`src/tcwc_pkg.sv`:
```
// package for the two-register word cpu
// holds action, opcode, stop cause and configuration index codes, field widths
// and the control struct between the sequencer and the top level; no dependencies
`timescale 1ns / 1ps
`default_nettype none

package tcwc_pkg;

   localparam int FIELD_W   = 32;
   localparam int ADDR_IN_W = 10;
   localparam int OFF_W     = 10;
   localparam int PLEN_W    = 11;
   localparam int CSR_IDX_W = 1;

   localparam logic [OFF_W-1:0]  DATA_OFFSET_RST    = 10'd512;
   localparam logic [PLEN_W-1:0] PROGRAM_LENGTH_RST = 11'd1024;

   localparam logic [CSR_IDX_W-1:0] CSR_DATA_OFFSET    = 1'b0;
   localparam logic [CSR_IDX_W-1:0] CSR_PROGRAM_LENGTH = 1'b1;

   typedef enum logic [1:0] {
      ACT_WRITE   = 2'd0,
      ACT_EXEC    = 2'd1,
      ACT_RESTART = 2'd2,
      ACT_READ    = 2'd3
   } action_type;

   typedef enum logic [1:0] {
      CAUSE_NONE  = 2'd0,
      CAUSE_HALT  = 2'd1,
      CAUSE_RANGE = 2'd2
   } cause_type;

   typedef enum logic [4:0] {
      ST_CLEAR = 5'b00001,
      ST_IDLE  = 5'b00010,
      ST_OP    = 5'b00100,
      ST_IMM   = 5'b01000,
      ST_DATA  = 5'b10000
   } state_type;

   localparam logic [4:0] OP_HALT  = 5'd0;
   localparam logic [4:0] OP_JUMP  = 5'd1;
   localparam logic [4:0] OP_MOVXI = 5'd2;
   localparam logic [4:0] OP_MOVYI = 5'd3;
   localparam logic [4:0] OP_STX   = 5'd4;
   localparam logic [4:0] OP_STY   = 5'd5;
   localparam logic [4:0] OP_LDX   = 5'd6;
   localparam logic [4:0] OP_LDY   = 5'd7;
   localparam logic [4:0] OP_ADDXY = 5'd8;
   localparam logic [4:0] OP_ADDYX = 5'd9;
   localparam logic [4:0] OP_ADDXI = 5'd10;
   localparam logic [4:0] OP_ADDYI = 5'd11;
   localparam logic [4:0] OP_INCX  = 5'd12;
   localparam logic [4:0] OP_INCY  = 5'd13;
   localparam logic [4:0] OP_DECX  = 5'd14;
   localparam logic [4:0] OP_DECY  = 5'd15;
   localparam logic [4:0] OP_JZX   = 5'd16;
   localparam logic [4:0] OP_JZY   = 5'd17;
   localparam logic [4:0] OP_LDYX  = 5'd18;
   localparam logic [4:0] OP_STYX  = 5'd19;

   typedef struct packed {
      logic busy;
      logic fin;
      logic fin_rd;
   } stat_type;

endpackage

`default_nettype wire

```
`src/tcwc_core.sv`:
```
// instruction sequencer: architectural registers, memory clearing pass and
// opcode/operand/data fetch through the shared memory port; uses tcwc_pkg
`timescale 1ns / 1ps
`default_nettype none

module tcwc_core #(
   parameter int MEM_WORDS = 1024,
   parameter int WORD_BITS = 32
) (
   input  wire logic                                 clock,
   input  wire logic                                 reset,
   input  wire logic                                 acc,
   input  wire logic [1:0]                           action,
   input  wire logic [tcwc_pkg::ADDR_IN_W-1:0]       addr,
   input  wire logic [WORD_BITS-1:0]                 data,
   input  wire logic [tcwc_pkg::OFF_W-1:0]           data_offset,
   input  wire logic [tcwc_pkg::PLEN_W-1:0]          program_length,
   output tcwc_pkg::stat_type                        stat,
   output logic signed [WORD_BITS-1:0]               ip_ff,
   output logic signed [WORD_BITS-1:0]               x_ff,
   output logic signed [WORD_BITS-1:0]               y_ff,
   output logic                                      halt_ff,
   output tcwc_pkg::cause_type                       cause_ff,
   output logic                                      mem_we,
   output logic [$clog2(MEM_WORDS)-1:0]              mem_waddr,
   output logic [WORD_BITS-1:0]                      mem_wdata,
   output logic                                      mem_re,
   output logic [$clog2(MEM_WORDS)-1:0]              mem_raddr,
   input  wire logic [WORD_BITS-1:0]                 mem_rdata
);

   import tcwc_pkg::*;

   localparam int AddrW = $clog2(MEM_WORDS);
   localparam int CmpW  = (WORD_BITS > PLEN_W) ? WORD_BITS : PLEN_W;
   localparam logic signed [WORD_BITS-1:0] One = WORD_BITS'(1);
   localparam logic signed [WORD_BITS-1:0] Two = WORD_BITS'(2);

   function automatic logic out_of_range(input logic signed [WORD_BITS-1:0] p,
                                         input logic [PLEN_W-1:0] len);
      logic [CmpW-1:0] pa;
      logic [CmpW-1:0] la;
      pa = CmpW'($unsigned(p));
      la = CmpW'(len);
      return p[WORD_BITS-1] || (pa >= la);
   endfunction

   function automatic logic [AddrW-1:0] data_addr(input logic signed [WORD_BITS-1:0] w,
                                                  input logic [OFF_W-1:0] off);
      return AddrW'(AddrW'(w) + AddrW'(off));
   endfunction

   state_type                    state_ff, state_in;
   logic [AddrW-1:0]             clr_ff, clr_in;
   logic signed [WORD_BITS-1:0]  ip_in, x_in, y_in;
   logic                         halt_in;
   cause_type                    cause_in;
   logic [4:0]                   op_ff, op_in;
   logic                         opbad_ff, opbad_in;
   logic signed [WORD_BITS-1:0]  nx1_ff, nx1_in, nx2_ff, nx2_in;
   logic                         nx1_oor_ff, nx1_oor_in, nx2_oor_ff, nx2_oor_in;
   logic signed [WORD_BITS-1:0]  imm;
   logic                         imm_oor;
   logic signed [WORD_BITS-1:0]  add_a, add_b, add_sum;
   logic                         add_to_y;
   logic                         chk;
   logic                         done_now;
   action_type                   act;

   assign act     = action_type'(action);
   assign imm     = $signed(mem_rdata);
   assign imm_oor = out_of_range(imm, program_length);
   assign add_sum = add_a + add_b;

   // shared adder for the register arithmetic
   always_comb begin
      add_to_y = 1'b0;
      add_b    = One;
      case (op_ff)
         OP_ADDXY: begin add_b = y_ff; end
         OP_ADDYX: begin add_b = x_ff; add_to_y = 1'b1; end
         OP_ADDXI: begin add_b = imm; end
         OP_ADDYI: begin add_b = imm; add_to_y = 1'b1; end
         OP_INCX:  begin add_b = One; end
         OP_INCY:  begin add_b = One; add_to_y = 1'b1; end
         OP_DECX:  begin add_b = -One; end
         OP_DECY:  begin add_b = -One; add_to_y = 1'b1; end
         default:  begin add_b = One; end
      endcase
      add_a = add_to_y ? y_ff : x_ff;
   end

   always_comb begin
      state_in   = state_ff;
      clr_in     = clr_ff;
      ip_in      = ip_ff;
      x_in       = x_ff;
      y_in       = y_ff;
      halt_in    = halt_ff;
      cause_in   = cause_ff;
      op_in      = op_ff;
      opbad_in   = opbad_ff;
      nx1_in     = nx1_ff;
      nx2_in     = nx2_ff;
      nx1_oor_in = nx1_oor_ff;
      nx2_oor_in = nx2_oor_ff;
      mem_we     = 1'b0;
      mem_waddr  = clr_ff;
      mem_wdata  = '0;
      mem_re     = 1'b0;
      mem_raddr  = AddrW'(ip_ff);
      stat       = '0;
      chk        = 1'b0;
      done_now   = 1'b0;
      case (state_ff)
         ST_CLEAR: begin
            stat.busy = 1'b1;
            mem_we    = 1'b1;
            clr_in    = AddrW'(clr_ff + 1'b1);
            if (clr_ff == '1) begin
               state_in = ST_IDLE;
            end
         end
         ST_IDLE: begin
            if (acc) begin
               case (act)
                  ACT_WRITE: begin
                     mem_we     = 1'b1;
                     mem_waddr  = AddrW'(addr);
                     mem_wdata  = data;
                     stat.fin   = 1'b1;
                  end
                  ACT_READ: begin
                     mem_re      = 1'b1;
                     mem_raddr   = AddrW'(addr);
                     stat.fin    = 1'b1;
                     stat.fin_rd = 1'b1;
                  end
                  ACT_RESTART: begin
                     ip_in    = '0;
                     x_in     = '0;
                     y_in     = '0;
                     halt_in  = 1'b0;
                     cause_in = CAUSE_NONE;
                     stat.fin = 1'b1;
                  end
                  ACT_EXEC: begin
                     if (halt_ff) begin
                        stat.fin = 1'b1;
                     end else if (out_of_range(ip_ff, program_length)) begin
                        halt_in  = 1'b1;
                        cause_in = CAUSE_RANGE;
                        stat.fin = 1'b1;
                     end else begin
                        mem_re    = 1'b1;
                        mem_raddr = AddrW'(ip_ff);
                        state_in  = ST_OP;
                     end
                  end
                  default: begin
                     stat.fin = 1'b1;
                  end
               endcase
            end
         end
         ST_OP: begin
            stat.busy  = 1'b1;
            op_in      = mem_rdata[4:0];
            opbad_in   = |mem_rdata[WORD_BITS-1:5];
            nx1_in     = ip_ff + One;
            nx2_in     = ip_ff + Two;
            nx1_oor_in = out_of_range(ip_ff + One, program_length);
            nx2_oor_in = out_of_range(ip_ff + Two, program_length);
            mem_re     = 1'b1;
            mem_raddr  = AddrW'(AddrW'(ip_ff) + AddrW'(1));
            state_in   = ST_IMM;
         end
         ST_IMM: begin
            stat.busy = 1'b1;
            done_now  = 1'b1;
            if (opbad_ff) begin
               ip_in = nx1_ff;
               chk   = nx1_oor_ff;
            end else begin
               case (op_ff)
                  OP_HALT: begin
                     halt_in  = 1'b1;
                     cause_in = CAUSE_HALT;
                  end
                  OP_JUMP: begin
                     ip_in = imm;
                     chk   = imm_oor;
                  end
                  OP_MOVXI: begin
                     x_in  = imm;
                     ip_in = nx2_ff;
                     chk   = nx2_oor_ff;
                  end
                  OP_MOVYI: begin
                     y_in  = imm;
                     ip_in = nx2_ff;
                     chk   = nx2_oor_ff;
                  end
                  OP_STX, OP_STY: begin
                     mem_we    = 1'b1;
                     mem_waddr = data_addr(imm, data_offset);
                     mem_wdata = (op_ff == OP_STX) ? x_ff : y_ff;
                     ip_in     = nx2_ff;
                     chk       = nx2_oor_ff;
                  end
                  OP_LDX, OP_LDY: begin
                     mem_re    = 1'b1;
                     mem_raddr = data_addr(imm, data_offset);
                     done_now  = 1'b0;
                     state_in  = ST_DATA;
                  end
                  OP_LDYX: begin
                     mem_re    = 1'b1;
                     mem_raddr = data_addr(x_ff, data_offset);
                     done_now  = 1'b0;
                     state_in  = ST_DATA;
                  end
                  OP_STYX: begin
                     mem_we    = 1'b1;
                     mem_waddr = data_addr(x_ff, data_offset);
                     mem_wdata = y_ff;
                     ip_in     = nx1_ff;
                     chk       = nx1_oor_ff;
                  end
                  OP_ADDXY, OP_ADDYX, OP_INCX, OP_INCY, OP_DECX, OP_DECY: begin
                     if (add_to_y) begin
                        y_in = add_sum;
                     end else begin
                        x_in = add_sum;
                     end
                     ip_in = nx1_ff;
                     chk   = nx1_oor_ff;
                  end
                  OP_ADDXI, OP_ADDYI: begin
                     if (add_to_y) begin
                        y_in = add_sum;
                     end else begin
                        x_in = add_sum;
                     end
                     ip_in = nx2_ff;
                     chk   = nx2_oor_ff;
                  end
                  OP_JZX: begin
                     ip_in = (x_ff == '0) ? imm : nx2_ff;
                     chk   = (x_ff == '0) ? imm_oor : nx2_oor_ff;
                  end
                  OP_JZY: begin
                     ip_in = (y_ff == '0) ? imm : nx2_ff;
                     chk   = (y_ff == '0) ? imm_oor : nx2_oor_ff;
                  end
                  default: begin
                     ip_in = nx1_ff;
                     chk   = nx1_oor_ff;
                  end
               endcase
            end
         end
         ST_DATA: begin
            stat.busy = 1'b1;
            done_now  = 1'b1;
            case (op_ff)
               OP_LDX: begin
                  x_in  = $signed(mem_rdata);
                  ip_in = nx2_ff;
                  chk   = nx2_oor_ff;
               end
               OP_LDY: begin
                  y_in  = $signed(mem_rdata);
                  ip_in = nx2_ff;
                  chk   = nx2_oor_ff;
               end
               default: begin
                  y_in  = $signed(mem_rdata);
                  ip_in = nx1_ff;
                  chk   = nx1_oor_ff;
               end
            endcase
         end
         default: begin
            state_in = ST_IDLE;
         end
      endcase
      // finish: post-instruction range check
      if (done_now) begin
         stat.fin = 1'b1;
         state_in = ST_IDLE;
         if (chk) begin
            halt_in  = 1'b1;
            cause_in = CAUSE_RANGE;
         end
      end
   end

   always_ff @(posedge clock) begin
      if (reset) begin
         state_ff <= ST_CLEAR;
         clr_ff   <= '0;
         ip_ff    <= '0;
         x_ff     <= '0;
         y_ff     <= '0;
         halt_ff  <= 1'b0;
         cause_ff <= CAUSE_NONE;
      end else begin
         state_ff <= state_in;
         clr_ff   <= clr_in;
         ip_ff    <= ip_in;
         x_ff     <= x_in;
         y_ff     <= y_in;
         halt_ff  <= halt_in;
         cause_ff <= cause_in;
      end
   end

   always_ff @(posedge clock) begin
      op_ff      <= op_in;
      opbad_ff   <= opbad_in;
      nx1_ff     <= nx1_in;
      nx2_ff     <= nx2_in;
      nx1_oor_ff <= nx1_oor_in;
      nx2_oor_ff <= nx2_oor_in;
   end

   a_halt_cause: assert property (@(posedge clock) disable iff (reset)
      halt_ff == (cause_ff != CAUSE_NONE))
      else $error("halt flag and stop cause disagree");

   a_data_after_imm: assert property (@(posedge clock) disable iff (reset)
      state_ff == ST_DATA |-> $past(state_ff) == ST_IMM)
      else $error("data fetch not preceded by operand fetch");

   a_one_mem_access: assert property (@(posedge clock) disable iff (reset)
      !(mem_we && mem_re))
      else $error("memory read and write issued together");

   a_fin_ends_exec: assert property (@(posedge clock) disable iff (reset)
      stat.fin && (state_ff != ST_IDLE) |=> state_ff == ST_IDLE)
      else $error("sequencer did not return to idle after finishing");

endmodule

`default_nettype wire

```
`config.mk`:
```
export PLATFORM = sky130hd
export DESIGN_NAME = tcwc_core
export DESIGN_NICKNAME = d
export VERILOG_FILES = /design/src/tcwc_pkg.sv /design/src/tcwc_core.sv
export SDC_FILE = /design/constraint.sdc
export NUM_CORES = 1
export LEC_CHECK = 0
export BUFFER_PORTS_ARGS = -buffer_cell sky130_fd_sc_hd__buf_4
export CORE_MARGIN = 4
export CORE_UTILIZATION = 53
export CTS_BUF_LIST = sky130_fd_sc_hd__clkbuf_16
export DETAILED_ROUTE_END_ITERATION = 8
export HOLD_SLACK_MARGIN = 0.15
export PLACE_DENSITY = 0.9
export SLEW_MARGIN = 20
export SYNTH_ARGS = -nofsm -noshare
export SYNTH_HDL_FRONTEND = slang
export SYNTH_SLANG_ARGS = --single-unit
```
`constraint.sdc`:
```
create_clock -name clock -period 4.05 [get_ports clock]
set_input_delay 0.6075 -clock clock [delete_from_list [all_inputs] [get_ports clock]]
set_output_delay 0.6075 -clock clock [all_outputs]
set_load 0.05 [all_outputs]
```
==> flow_summary.toml, run 1 <==
[die]
core_um2 = 28900
die_h_um = 180
start_util = 0.541
rows = 62
dieArea_um2 = 32400
num_io_pins = 256
fp.dieW_um = 180

[layout]
nNetsFinal = 2437
fill_cells = 2352
area_growth_pct = 22.1
layout-drive-gt1-share = 0.214
multiInputGateArea_um2 = 10600
antenna_cells = 0
register_area_um2 = 4440

[placement]
dp_hpwl_mm = 45.8
globalplace.congestion = 1.00
io_buffer_count = 255

[flow_run]
drv_cap = 0

[global_route]
grt_start_max_net_pins = 66
grt_util_all_layers = 0.361
grt-ovfl-total = 0
grt_pass1_wl_mm = 94.8
antenna_found_initial = 0
grt_pass1_vias = 16800

[cts]
worstSkewPairLatency_ns = 0.46
clk_pin_slew_ns = 0.08
cts_buffer_depth = 2
cts-root-buf = "clkbuf_16"
cts.sinks = 186
ctsHoldBuffers = 0
cts_tree = "yes"
htreeDepth = 4
cts_buffers = 17

[drt]
met3WireLength_mm = 7.52
wl_met2_mm = 28.5
firstDrtPassIters = 6
first_iter_violations = 2216
drt-met1-wl_mm = 23.6
dr.max_layer_used = "met4"
routed_wl_mm = 62.5
ant_nets = 0
vias_per_cell = 6.71
wl_per_cell_um = 23.8
vias = 17700
drc = 0

[yosys]
synth_simple_gate_area_frac = 0.206
synth_xor_xnor_area_share = 0.0576
synth-seq-area-share = 0.284
synth_fa_ha_area_frac = 0.0830
synth_mux_area_frac = 0.0377
yosysMostFrequentCell = "nand2_1"
synth_edf_count = 72
synthesis.nets = 2191
syn_area_um2 = 15700
synth_seq_cells = 186
synth_top_area_frac = 0.146
yosysTopAreaCell = "dfxtp_1"
synth_ff_type = "dfxtp_1"
syn_inst = 1989
ys_types = 84
ys_warn_count = 0
synth.avg_cell_area_um2 = 7.87
yosys-top-cells-count = "nand2_1 (272), nor2_1 (178), o21ai_0 (159)"
synth_compound_area_frac = 0.285
async_flop_share = 0
synth.area.top_cells = "dfxtp_1 (15%), edfxtp_1 (14%), ha_1 (7.9%)"
synth_top_family_by_area = "compound AO/OA/AOI/OAI gates"

[worst_setup_path]
cp.depth = 16
crit_required_ns = 4.39
reg2reg_slack_ns = 0.13
cp-endpoint = "x_ff[30]$_SDFFE_PP0P_"
crit_chain = "nand3b_1, buf_12, nor3_4, buf_6, a22oi_1, nand2_1, fa_2, a21o_1, a221oi_1, buf_4, or4b_4, o2111a_2, a221oi_4, a41oi_1, mux2i_1, a311oi_1"
crit_arrival_ns = 4.25
critPathLaunch = "op_ff[4]$_DFFE_PP_"
r2r_end = "x_ff[30]$_SDFFE_PP0P_"
rr_startpoint = "op_ff[4]$_DFFE_PP_"
setup.worst_path.class = "register to register"
reg2reg_depth = 16
crit_path_end_kind = "register"
start_kind = "register"
critPathTopFamily = "compound AO/OA/AOI/OAI gates"
cp_max_fo = 5
slowest_stage = "or4b_4"
crit_buf_inv = 3
cp_slowest_stage_delay_ns = 0.47

[timing]
grt_setup_unrepaired = "yes"
fin_crit_sh = 0.967
slew_viol_final = 0
fmax_mhz = 255
fin_setup_tns_ns = 0
hold_viol_final = 0
slew_headroom = 0.364
period_needed_ns = 3.92
worst_slew_pin_slew_ns = 0.945
skew_ns = 0.0246
finalSetupViolCount = 0

[power_and_ir_drop]
p_leak_uw = 0.00807
power_density_nw_per_um2 = 227
power_uw = 4330
peakVddDrop_mv = 0.281

[hold_path]
hold_class = "primary input to register"

[status]
status = "complete, no violations"
==> sequential cells by signal, indices dropped and copies added (netlist names) <==
name / cells
nx2_oor_ff: 1
clr_ff: 10
nx1_oor_ff: 1
op_ff: 5
nx2_ff: 32
opbad_ff: 1
x_ff: 32
nx1_ff: 32
halt_ff: 1
y_ff: 32
state_ff: 5
ip_ff: 32
cause_ff: 2
==> cell type report <==
| class | count | share of cell area |
|---|---|---|
| multi-input cells | 1634 | 0.557 |
| clock buffers | 17 | 0.0222 |
| flip-flops and latches | 186 | 0.232 |
| inverters | 30 | 0.00596 |
| clock inverters | 15 | 0.0119 |
| well taps | 384 | 0.0251 |
| repair buffers | 366 | 0.146 |
==> cell families (layout without fill, tap and decap cells) <==
family                   after synthesis  count (layout)
multiplexers                          55              55
flip-flops                           186             186
buffers and inverters                169             428
adder cells (fa/ha/maj)              102             102
XOR/XNOR                             103             103
AND/OR/NAND/NOR                      695             695
AO/OA/AOI/OAI                        679             679
==> report_power, final <==
group	switching, uW	leakage [uW]	internal (uW)	total, uW
logic	303	0.00617	193	496
clock network	916	0.000310	958	1870
registers	22.0	0.00159	1940	1960
==> per-layer routing <==
| metal | GRT usage | up-vias |
|---|---|---|
| met2 | 0.581 | 1287 |
| met1 | 0.464 | 8190 |
| met5 | 0 | - |
| met3 | 0.0816 | 247 |
| li1 | - | 7931 |
| met4 | 0.166 | 0 |
==> worst min path at each step <==
stage	cells past startpoint	to	start	slack, ns
2_1_floorplan	2	clr_ff[9]$_SDFFE_PP0P_	clr_ff[9]$_SDFFE_PP0P_	0.48
3_3_place_gp	2	ip_ff[17]$_SDFFE_PP0P_	nx2_ff[17]$_DFFE_PP_	0.53
3_5_place_dp	2	ip_ff[17]$_SDFFE_PP0P_	nx2_ff[17]$_DFFE_PP_	0.54
4_1_cts	3	x_ff[25]$_SDFFE_PP0P_	mem_rdata[25]	0.47
5_1_grt	3	x_ff[27]$_SDFFE_PP0P_	mem_rdata[27]	0.48
6_report	3	y_ff[25]$_SDFFE_PP0P_	mem_rdata[25]	0.47
==> through the flow <==
| step | setup WS [ns] | cell area [um^2] | util | instances | hold slack (ns) |
|---|---|---|---|---|---|
| after floorplan | 0.0263 | 15700 | - | 1989 | 0.484 |
| after global placement | 0.103 | 18300 | 0.633 | 2594 | 0.530 |
| after detailed placement | 0.00377 | 18300 | 0.633 | 2594 | 0.545 |
| after CTS | 0.000673 | 19000 | 0.656 | 2626 | 0.469 |
| after global routing | -0.0660 | 19100 | 0.661 | 2632 | 0.476 |
| final | 0.134 | 19100 | 0.661 | 2632 | 0.473 |
==> cells in the final DEF, fill, tap and decap left out, types with 7 or more instances in the layout <==
cell type,synthesis,layout
mux2i_1,23,23
buf_4,1,361
nor2b_1,16,15
xor2_1,41,41
o21bai_1,16,16
clkinv_8,0,7
a31oi_1,20,18
mux2_2,32,32
nor3_1,37,35
o211ai_1,11,11
dfxtp_1,114,114
nand3_1,43,42
or3_1,11,11
nor2_1,178,177
o31ai_1,10,8
and3_1,24,22
a22oi_1,69,69
nor4_1,35,34
nand2b_1,9,9
a211oi_1,106,106
a311oi_1,9,9
nand2_1,272,271
a21o_1,37,37
xnor2_1,62,62
nand4_1,21,21
o2111ai_1,7,7
inv_1,28,28
a21oi_1,133,128
o21ai_0,159,156
clkbuf_16,0,17
edfxtp_1,72,72
o21a_1,36,35
ha_1,99,99
o22ai_1,7,7
nand3b_1,7,7
==> what timing repair did <==
item	CTS	global route
gates resized for setup	2	20
pin swaps	0	8
setup endpoints to repair	4	36
buffers inserted	0	5
hold endpoints to repair	0	0
cloned	0	1
==> tightest hold or removal path, cell delays in order <==
cell and delay [ns]:
buf_4 0.13, nand2_1 0.07, a31oi_1 0.08
(Power assumes the default switching activity.)
==> inputs of run 2 (changes only) <==
==> constraint.sdc (replaced) <==
create_clock -name clock -period 4.05 [get_ports clock]
set_input_delay 0.81 -clock clock [delete_from_list [all_inputs] [get_ports clock]]
set_output_delay 0.81 -clock clock [all_outputs]
set_load 0.05 [all_outputs]
==> flow_summary.toml, run 2 (synthesized netlist as in run 1, its figures left out) <==
[worst_setup_path]
setup.worst_path.class = "primary input to primary output"
cp_slowest_stage_delay_ns = 0.35
crit_arrival_ns = 3.20
slowest_stage = "fa_2"
crit_chain = "buf_4, buf_4, ha_1, fa_2, a21o_1, a21oi_2, nor2b_1, o21ai_1, nor2b_4, xnor2_2, a22oi_1, o221ai_2, buf_6"
crit_top_cell = "buf_4"
cp_max_fo = 5
start_kind = "primary input"
crit_path_end_kind = "primary output"
crit_required_ns = 3.24

[layout]
layout-drive-gt1-share = 0.219
final_cell_mix = "buf_4 (356), nand2_1 (271), nor2_1 (177), o21ai_0 (153), a21oi_1 (126)"
fill_cells = 2346
fin_cells = 2631
area_growth_pct = 22.0
nNetsFinal = 2435
layout_commonest_cell = "buf_4"

[placement]
dp_hpwl_mm = 45.5
dpl.cell_count = 2592
io_buffer_count = 255
globalplace.congestion = 1.03

[flow_run]
drv_cap = 0

[timing]
period_needed_ns = 4.01
slew_headroom = 0.330
skew_ns = 0.0165
finalSetupViolCount = 0
worst_slew_pin_slew_ns = 1.01
fin_setup_tns_ns = 0
fin_crit_sh = 0.991
hold_viol_final = 0
slew_viol_final = 0
fmax_mhz = 249

[cts]
cts.sinks = 186
cts_buffers = 17
clk_pin_slew_ns = 0.07
htreeDepth = 4
cts_tree = "yes"
cts-root-buf = "clkbuf_16"
worstSkewPairLatency_ns = 0.45
cts_buffer_depth = 2

[hold_path]
hold_class = "register to register"

[die]
fp.dieW_um = 180
num_io_pins = 256
start_util = 0.541
core_um2 = 28900
rows = 62
dieArea_um2 = 32400
die_h_um = 180

[drt]
firstDrtPassIters = 6
vias_per_cell = 6.78
routed_wl_mm = 62.2
drc = 0
vias = 17800
wl_per_cell_um = 23.7
ant_nets = 0
first_iter_violations = 2473

[global_route]
grt_pass1_vias = 17100
grt_start_max_net_pins = 73
grt-ovfl-total = 0
grt_pass1_wl_mm = 94.5
use_met3 = 0.0871
grt_use_met2 = 0.577
use_met1 = 0.457
grt_busiest_layer = "met2"
antenna_found_initial = 2
grt_util_all_layers = 0.359

[power_and_ir_drop]
power_density_nw_per_um2 = 217
peakVddDrop_mv = 0.234
p_leak_uw = 0.00804

[status]
status = "complete, no violations"
[run 2: cell count changes in the layout (fill, tap and decap cells not counted), moves of 3 or more]
cell	previous run	this run
o21ai_0	156	153
o21ai_1	3	6
a221oi_2	2	5
clkinv_8	7	0
buf_4	361	356
[run 2: routing by layer]
metal | share of wire | vias to the layer above
met5 | 0.00021 | -
met4 | 0.049 | 2
met3 | 0.13 | 286
met2 | 0.45 | 1366
met1 | 0.37 | 8250
li1 | - | 7940
[run 2: what timing repair did]
item                       CTS  global route
hold buffers                 0             0
pin swaps                    3             9
resized for setup            5            37
buffers inserted             3             3
setup endpoints to repair   10            49
[run 2: area by class of cell]
class | count | area [um^2] | share of cell area
multi-input combinational | 1634 | 10700 | 0.561
sequential | 186 | 4440 | 0.233
timing repair buffer | 364 | 2800 | 0.146
tap | 384 | 480 | 0.0252
clock buffer | 17 | 425 | 0.0223
clock inverter | 15 | 125 | 0.00655
inverter | 30 | 114 | 0.00596
antenna | 1 | 2.50 | 0.000131
[run 2: worst paths after layout]
| path | slack, ns | depth (start not counted) | start | endpoint |
|---|---|---|---|---|
| max | 0.04 | 13 | mem_rdata[0] | mem_waddr[6] |
| min | 0.55 | 2 | nx2_ff[9]$_DFFE_PP_ | ip_ff[9]$_SDFFE_PP0P_ |
| max reg2reg | 0.14 | 13 | op_ff[4]$_DFFE_PP_ | y_ff[28]$_SDFFE_PP0P_ |
| min reg2reg | 0.55 | 2 | nx2_ff[9]$_DFFE_PP_ | ip_ff[9]$_SDFFE_PP0P_ |
[run 2: critical path: cells and delay by family]
kind | cells | cell delay (ns)
fa+ha+maj | 2 | 0.56
buf+inv | 3 | 0.48
compound gates | 5 | 0.93
xor+xnor | 1 | 0.12
simple gates | 2 | 0.28
[run 2: report_power, final]
group	internal (uW)	switching [uW]
clock network	850	813
registers	1940	21.2
logic	200	310
total	2990	1140
[run 2: stage by stage]
step / total power [uW] / hold WS, ns / area (um^2) / setup WS [ns] / utilization
3_3_place_gp: 2480 / 0.524 / 18300 / -0.114 / 0.633
3_5_place_dp: 2490 / 0.529 / 18300 / -0.164 / 0.633
4_1_cts: 4110 / 0.550 / 18900 / 0.00500 / 0.654
6_report: 4140 / 0.548 / 19100 / 0.0378 / 0.660
2_1_floorplan: 2250 / 0.484 / 15700 / 0.0263 / -
5_1_grt: 4230 / 0.565 / 19100 / -0.0766 / 0.660
